<file path="src/hdl/dsky_packet_display_decoder_unit_macros.svh">
// Assertion macros for the display packet decoder.
`ifndef DSKY_PACKET_DISPLAY_DECODER_UNIT_MACROS_SVH
`define DSKY_PACKET_DISPLAY_DECODER_UNIT_MACROS_SVH
`ifndef SYNTHESIS
// Same-cycle implication, checked out of reset.
`define DPD_ASSERT_IMPL(label, ante, cons) \
  label: assert property (@(posedge clk) disable iff (!rst_n) (ante) |-> (cons)) \
    else $error("dpd assertion failed");
// Next-cycle implication, checked out of reset.
`define DPD_ASSERT_NEXT(label, ante, cons) \
  label: assert property (@(posedge clk) disable iff (!rst_n) (ante) |=> (cons)) \
    else $error("dpd assertion failed");
`else
`define DPD_ASSERT_IMPL(label, ante, cons)
`define DPD_ASSERT_NEXT(label, ante, cons)
`endif
`endif

</file>
<file path="src/hdl/dpd_pkg.sv">
// Types, constants and the segment code table for the display packet decoder.
package dpd_pkg;

  localparam int unsigned BYTE_W    = 8;
  localparam int unsigned DIGIT_W   = 4;
  localparam int unsigned NUM_DIGIT = 5;
  localparam int unsigned OUT_CNT_W = 16;

  // Frame position tags in the top two bits of each byte
  localparam logic [1:0] TAG_HEAD  = 2'b00;
  localparam logic [1:0] TAG_BYTE1 = 2'b01;
  localparam logic [1:0] TAG_BYTE2 = 2'b10;
  localparam logic [1:0] TAG_BYTE3 = 2'b11;

  // Channel carrying the display rows
  localparam logic [7:0] CHAN_DISPLAY = 8'd8;

  // Row codes
  localparam logic [3:0] ROW_NONE       = 4'd0;
  localparam logic [3:0] ROW_DIGITS_45  = 4'd6;
  localparam logic [3:0] ROW_DIGITS_23  = 4'd7;
  localparam logic [3:0] ROW_DIGIT_1    = 4'd8;
  localparam logic [3:0] ROW_LAST_KNOWN = 4'd11;

  localparam logic [3:0] DIGIT_BLANK = 4'd15;

  typedef logic [DIGIT_W-1:0] digit_t;
  typedef logic [BYTE_W-1:0]  byte_t;

  // Decoded view of one complete frame
  typedef struct packed {
    logic   sig_ok;     // bytes 1..3 carry the right tags
    logic   chan_hit;   // channel is the display channel
    logic [3:0] row;
    digit_t left_dig;
    digit_t right_dig;
  } frame_info_t;

  // 5-bit segment code to digit
  function automatic digit_t seg_to_digit(input logic [4:0] code);
    digit_t d;
    unique case (code)
      5'd0:    d = 4'd0;
      5'd3:    d = 4'd1;
      5'd15:   d = 4'd4;
      5'd19:   d = 4'd7;
      5'd21:   d = 4'd0;
      5'd25:   d = 4'd2;
      5'd27:   d = 4'd3;
      5'd28:   d = 4'd6;
      5'd29:   d = 4'd8;
      5'd30:   d = 4'd5;
      5'd31:   d = 4'd9;
      default: d = DIGIT_BLANK;
    endcase
    return d;
  endfunction

endpackage

</file>
<file path="src/hdl/dpd_frame_decode.sv">
// Field extraction and checks for one complete 4-byte frame.
module dpd_frame_decode (
  input  dpd_pkg::byte_t       byte0,
  input  dpd_pkg::byte_t       byte1,
  input  dpd_pkg::byte_t       byte2,
  input  dpd_pkg::byte_t       byte3,
  output dpd_pkg::frame_info_t info
);
  import dpd_pkg::*;

  logic [7:0] chan;
  logic [4:0] left_code;
  logic [4:0] right_code;

  // channel = byte0[4:0] : byte1[5:3]
  assign chan       = {byte0[4:0], byte1[5:3]};
  // value bits 9:5 and 4:0
  assign left_code  = {byte2[3:0], byte3[5]};
  assign right_code = byte3[4:0];

  always_comb begin
    info.sig_ok    = (byte1[7:6] == TAG_BYTE1) && (byte2[7:6] == TAG_BYTE2) &&
                     (byte3[7:6] == TAG_BYTE3);
    info.chan_hit  = (chan == CHAN_DISPLAY);
    // value bits 14:11
    info.row       = {byte1[2:0], byte2[5]};
    info.left_dig  = seg_to_digit(left_code);
    info.right_dig = seg_to_digit(right_code);
  end

endmodule

</file>
<file path="src/hdl/dsky_packet_display_decoder_unit.sv">
// Top level of the display packet decoder: frame assembly, digit tracking, output register.
//
// Usage: link bytes enter on the in_ stream, one byte per transaction. A byte
// with top bits 00 opens a 4-byte frame; a good display-channel frame updates
// the five tracked digits of the first display register. A result transaction
// on the out_ stream carries the five digits and the saturated bad-row count,
// and is sent only when the digits differ from those in the last result.
// Frames with unknown rows only bump the bad-row count.
// Timing: the last frame byte passes the input register, then the result
// register, before out_tvalid rises for its result transaction.
// Throughput: one byte per cycle while no stalled result holds the input;
// all frame work sits between the input register and the result register.
// Reset: synchronous rst_n clears the open frame, the digits, the last sent
// digits and the count; both stages come up empty.
// Stall: when out_tready is low with a result waiting, the result holds and
// the input register still takes one byte if empty; after that in_tready
// drops until the result is taken.
`include "dsky_packet_display_decoder_unit_macros.svh"
module dsky_packet_display_decoder_unit #(
  parameter int unsigned ERROR_COUNT_WIDTH = 16
) (
  input  logic        clk,
  input  logic        rst_n,
  input  logic        in_tvalid,
  output logic        in_tready,
  input  logic [7:0]  in_tdata,   // [7:0] rx_byte
  output logic        out_tvalid,
  input  logic        out_tready,
  output logic [39:0] out_tdata   // [3:0] digit_one, [7:4] digit_two, [11:8] digit_three,
                                  // [15:12] digit_four, [19:16] digit_five,
                                  // [35:20] bad_row_count, [39:36] zero
);
  import dpd_pkg::*;

  localparam int unsigned EXT_W = (ERROR_COUNT_WIDTH > OUT_CNT_W) ?
                                  ERROR_COUNT_WIDTH : OUT_CNT_W;

  // Input register
  logic   s1_valid_r, s1_valid_nxt;
  byte_t  s1_byte_r,  s1_byte_nxt;
  logic   s1_adv;

  // Frame assembly
  byte_t      frame_r [3];
  byte_t      frame_nxt [3];
  logic [1:0] fill_r, fill_nxt;
  logic       frame_done;

  // Digit tracking
  digit_t shown_r [NUM_DIGIT];
  digit_t shown_nxt [NUM_DIGIT];
  digit_t sent_r [NUM_DIGIT];
  digit_t sent_nxt [NUM_DIGIT];
  logic [ERROR_COUNT_WIDTH-1:0] tally_r, tally_nxt;
  logic [EXT_W-1:0]             tally_ext;
  logic [OUT_CNT_W-1:0]         tally_sat;

  // Output register
  logic        out_valid_r, out_valid_nxt;
  logic [39:0] out_data_r,  out_data_nxt;

  frame_info_t info;
  logic        row_known;
  logic        differ;
  logic        res_fire;

  dpd_frame_decode u_decode (
    .byte0 (frame_r[0]),
    .byte1 (frame_r[1]),
    .byte2 (frame_r[2]),
    .byte3 (s1_byte_r),
    .info  (info)
  );

  // Handshake: the input stage moves when the result register is free or drains
  assign s1_adv    = s1_valid_r && (!out_valid_r || out_tready);
  assign in_tready = !s1_valid_r || !out_valid_r || out_tready;

  always_comb begin
    s1_valid_nxt = s1_valid_r;
    s1_byte_nxt  = s1_byte_r;
    if (s1_adv) begin
      s1_valid_nxt = 1'b0;
    end
    if (in_tvalid && in_tready) begin
      s1_valid_nxt = 1'b1;
      s1_byte_nxt  = in_tdata;
    end
  end

  // Frame assembly on the byte leaving the input register
  always_comb begin
    frame_nxt  = frame_r;
    fill_nxt   = fill_r;
    frame_done = 1'b0;
    if (s1_adv) begin
      if (s1_byte_r[7:6] == TAG_HEAD) begin
        frame_nxt[0] = s1_byte_r;
        fill_nxt     = 2'd1;
      end else if (fill_r == 2'd3) begin
        fill_nxt   = 2'd0;
        frame_done = 1'b1;
      end else if (fill_r != 2'd0) begin
        frame_nxt[fill_r] = s1_byte_r;
        fill_nxt          = fill_r + 2'd1;
      end
    end
  end

  // Saturated count for the output field
  assign tally_ext = EXT_W'(tally_r);
  assign tally_sat = (tally_ext > EXT_W'({OUT_CNT_W{1'b1}})) ? {OUT_CNT_W{1'b1}}
                                                             : tally_ext[OUT_CNT_W-1:0];

  assign row_known = (info.row != ROW_NONE) && (info.row <= ROW_LAST_KNOWN);

  // Row update, change detect and bad-row count
  always_comb begin
    shown_nxt = shown_r;
    sent_nxt  = sent_r;
    tally_nxt = tally_r;
    differ    = 1'b0;
    res_fire  = 1'b0;
    if (frame_done && info.sig_ok && info.chan_hit) begin
      if (!row_known) begin
        if (tally_r != {ERROR_COUNT_WIDTH{1'b1}}) begin
          tally_nxt = tally_r + 1'b1;
        end
      end else begin
        if (info.row == ROW_DIGIT_1) begin
          shown_nxt[0] = info.right_dig;
        end else if (info.row == ROW_DIGITS_23) begin
          shown_nxt[1] = info.left_dig;
          shown_nxt[2] = info.right_dig;
        end else if (info.row == ROW_DIGITS_45) begin
          shown_nxt[3] = info.left_dig;
          shown_nxt[4] = info.right_dig;
        end
        for (int k = 0; k < NUM_DIGIT; k++) begin
          if (shown_nxt[k] != sent_r[k]) begin
            differ = 1'b1;
          end
        end
        if (differ) begin
          res_fire = 1'b1;
          sent_nxt = shown_nxt;
        end
      end
    end
  end

  // Result register: holds while stalled, else takes this cycle's result
  always_comb begin
    out_valid_nxt = out_valid_r;
    out_data_nxt  = out_data_r;
    if (!out_valid_r || out_tready) begin
      out_valid_nxt = res_fire;
      out_data_nxt  = {4'd0, tally_sat, shown_nxt[4], shown_nxt[3], shown_nxt[2],
                       shown_nxt[1], shown_nxt[0]};
    end
  end

  always_ff @(posedge clk) begin
    if (!rst_n) begin
      s1_valid_r  <= 1'b0;
      fill_r      <= 2'd0;
      tally_r     <= '0;
      out_valid_r <= 1'b0;
      for (int k = 0; k < 3; k++) begin
        frame_r[k] <= '0;
      end
      for (int k = 0; k < NUM_DIGIT; k++) begin
        shown_r[k] <= '0;
        sent_r[k]  <= '0;
      end
    end else begin
      s1_valid_r  <= s1_valid_nxt;
      fill_r      <= fill_nxt;
      tally_r     <= tally_nxt;
      out_valid_r <= out_valid_nxt;
      frame_r     <= frame_nxt;
      shown_r     <= shown_nxt;
      sent_r      <= sent_nxt;
    end
  end

  // Payload registers, no reset
  always_ff @(posedge clk) begin
    s1_byte_r  <= s1_byte_nxt;
    out_data_r <= out_data_nxt;
  end

  assign out_tvalid = out_valid_r;
  assign out_tdata  = out_data_r;

  // A waiting result always matches the last sent digits
  `DPD_ASSERT_IMPL(a_out_matches_sent, out_valid_r, out_data_r[19:0] == {sent_r[4], sent_r[3], sent_r[2], sent_r[1], sent_r[0]})
  // The bad-row count never goes down
  `DPD_ASSERT_IMPL(a_tally_monotonic, $past(rst_n), tally_r >= $past(tally_r))
  // With no result waiting, the input side is always open
  `DPD_ASSERT_IMPL(a_ready_when_empty, !out_valid_r, in_tready)
  // An unknown-row frame never produces a result
  `DPD_ASSERT_NEXT(a_bad_row_no_result, frame_done && info.sig_ok && info.chan_hit && !row_known && !(out_valid_r && !out_tready), !out_valid_r)

endmodule
</file>
<file path="config.mk">
export PLATFORM = sky130hd
export DESIGN_NAME = dsky_packet_display_decoder_unit
export DESIGN_NICKNAME = d
export VERILOG_FILES = /design/src/hdl/dpd_pkg.sv /design/src/hdl/dpd_frame_decode.sv /design/src/hdl/dsky_packet_display_decoder_unit.sv
export VERILOG_INCLUDE_DIRS = /design/src /design/src/hdl
export SDC_FILE = /design/constraint.sdc
export NUM_CORES = 1
export LEC_CHECK = 0
export BUFFER_PORTS_ARGS = -buffer_cell sky130_fd_sc_hd__buf_2
export CORE_ASPECT_RATIO = 1.75
export CORE_UTILIZATION = 35
export CTS_CLUSTER_SIZE = 14
export DETAILED_ROUTE_END_ITERATION = 10
export GPL_TIMING_DRIVEN = 0
export RECOVER_POWER = 50
export SYNTH_ARGS = -nofsm -noshare
export SYNTH_HDL_FRONTEND = slang
export SYNTH_HIERARCHICAL = 1
export SYNTH_SLANG_ARGS = --single-unit
export TNS_END_PERCENT = 1
</file>
<file path="constraint.sdc">
create_clock -name clk -period 3.2 [get_ports clk]
set_clock_uncertainty 0.2 [all_clocks]
set_input_delay 0.64 -clock clk [delete_from_list [all_inputs] [get_ports clk]]
set_output_delay 0.64 -clock clk [all_outputs]
set_load 0.005 [all_outputs]
</file>
==> metrics.md <==
| Metric | Value |
|---|---|
| Status | complete, but fails checks |
| Failing checks | negative setup slack |
| Comb power frac | 0.059 |
| CTS tree | built |
| Rows | 62 |
| GRT Resource Usage Total | 0.176 |
| Initial antenna violation count | 0 |
| Residual DRC count | 0 |
| Post-DP HPWL | 10.0 mm |
| Clk root buf | clkbuf_16 |
| Die Wd | 100 um |
| Critical-path cell list | inv_2 > ha_4 > nor3_2 > nor3_2 > a21o_4 > nor2b_1 > o31ai_2 > o221a_2 > o2111a_1 > o2111a_2 > a21o_4 > buf_6 > a21oi_1 |
| Sequential power share | 0.439 |
| Total clock buffers created by CTS | 17 |
| Layout cell share with drive strength beyond 1 | 0.276 |
| Die area | 0.0173 mm^2 |
| Reg2Reg Setup Slack | -0.21 ns |
| RSZ-0062 raised after global routing | true |
| Crit Path Class | reg -> reg |
| Final Max Tran Viols | 0 |
| Achievable frequency | 293 MHz |
| Synth Warn # | 6 |
| Mapped Area | 0.00588 mm^2 |
| Worst setup margin | -0.208 ns |
| Core ar. | between 0.015 and 0.02 mm^2 |
| Worst Tran Pin Value | 0.909 ns |
| Crit-path slowest cell | edfxtp_1 |
| Fin crit share | 1.07 |
| Total grt overflow | 0 |
| Critical path buffers and inverters | 2 |
| Non-Filler Instances | 895 |
| Nets | between 600 and 700 |
| CP max FO | 5 |
| Post-DRT Antenna Nets | 0 |
| CP Capture Type | flop |
| Area grow syn2layout | 27.3% |
| Final-report setup violation count | 20 |
| First-pass GRT wire length | 23.2 mm |
| Switching Power | 928 uW |
| 1st-iter DRT viols | 175 |
| Dpl ws | -0.826 ns |
| Initial Utilization | 0.357 |
| CP delay by family, top | compound AO/OA/AOI/OAI gates |
| Worst relative slew slack | 0.394 |
| Avg Cell Area, Syn | between 10 and 15 um^2 |
| ANT cells | 0 |
| Clk_lat worst skew | 0.42 ns |
| WL/cell | 16.5 um |
| Slowest Stage Delay on Critical Path | 0.45 ns |
| H-tree Lvls | 4 |
| Mapped Cells | 561 |
| Worst Setup Start Kind | flop |
| Most frequent cells in the layout | 79 x dfxtp_1, 53 x nor2_1, 44 x edfxtp_1 |
| P per Cell Area | 501 mW/mm^2 |
| Critical Path RT | 3.25 ns |
| Sw Share | 0.247 |
| Overall power | 3.75 mW |
| Hold_ws | 0.193 ns |
| Most common cell after layout, fill and taps aside | dfxtp_1 |
| Pin count of the biggest net entering global routing | 39 |
| Largest vdd supply drop | 324 uV |
| Fin. Hold Viols | 0 |
| Drt via density | around 5.0 |
| Hold Crit Class | in -> reg |
| I/O pin count | 54 |
| Part of the power in the clock network | 0.502 |
| CTS Buffer Depth | 2 |
| GP Congestion | 0.860 |
| First-pass DRT Iterations | 4 |
| P_leak | 3.02 nW |
| Max-Cap Viols | 0 |
| Sink Count | 124 |
| Die height | 173 um |
| Pint | around 2.8 mW |
| DRT Wirelength | 14.7 mm |
| Worst path arrival time | roughly 3.5 ns |
| DR vias | 4,472 |
| PortBufs | 49 |
| Number of global-route vias before repair | 4,479 |
| Cell total after placement | roughly 840 |
| Min Tclk post-route | 3.41 ns |
| Clock transition at path regs | 0.06 ns |
worst register-to-register path, cell delays in order, from the launching register on:
cell and delay (ns):
edfxtp_1 0.45, inv_2 0.12, ha_4 0.21, nor3_2 0.25
nor3_2 0.09, a21o_4 0.25, nor2b_1 0.15, o31ai_2 0.33
o221a_2 0.24, o2111a_1 0.21, o2111a_2 0.30, a21o_4 0.21
buf_6 0.15, a21oi_1 0.09
through the flow:
stage | util | cell area (um^2) | setup TNS, ns
after global routing | 0.455 | 7480 | -5.70
after detailed placement | 0.390 | 6410 | -15.80
after CTS | 0.444 | 7300 | -2.64
final | 0.455 | 7480 | -3.67
after floorplan | - | 5890 | 0
after global placement | 0.390 | 6410 | -14.95
sequential cells by signal, indices dropped and copies added, names as in the netlist:
name and count:
tally_ext 16, fill_r 2, s1_valid_r 1, shown_r 20, frame_r 20, sent_r 20
out_tvalid 1, out_tdata 36, s1_byte_r 8
timing repair:
action / in CTS / in global routing
gates resized for setup: 35 / 27
pin swaps: 22 / 16
setup endpoints to repair: 20 / 20
setup buffers: 17 / 7
hold buffers: 0 / 0
gates cloned: 1 / 2
worst paths after layout:
path                           start  cells past startpoint                      end
min                      in_tdata[1]                      1   s1_byte_r[1]$_DFFE_PP_
min reg2reg  sent_r[17]$_SDFFE_PN0P_                      2  sent_r[17]$_SDFFE_PN0P_
max           s1_byte_r[0]$_DFFE_PP_                     13  out_tvalid$_SDFFE_PN0N_
max reg2reg   s1_byte_r[0]$_DFFE_PP_                     13  out_tvalid$_SDFFE_PN0N_
layer usage:
metal / global-route usage / wire [um]
met1: 0.181 / 5470
met2: 0.322 / 7990
met3: 0.0294 / 513
met4: 0.116 / 754
met5: 0 / 0
power groups by stage:
stage / clock (mW) / combinational, mW / sequential, mW
2_1_floorplan: 0 / 0.102 / 1.68
3_3_place_gp: 0 / 0.149 / 1.68
3_5_place_dp: 0 / 0.155 / 1.69
4_1_cts: 1.92 / 0.198 / 1.65
5_1_grt: 1.99 / 0.238 / 1.65
6_report: 1.88 / 0.222 / 1.65
layout make-up:
| cell class | instances | area (um^2) |
|---|---|---|
| timing repair buffer | 76 | 473 |
| inverter | 33 | 128 |
| sequential | 124 | 2920 |
| clock inverter | 15 | 154 |
| clock buffer | 17 | 425 |
| fill | 1589 | 8960 |
| tap | 224 | 280 |
| buffer | 32 | 210 |
| multi-input combinational | 374 | 2890 |
No activity file was read; power rests on OpenSTA's default activity.
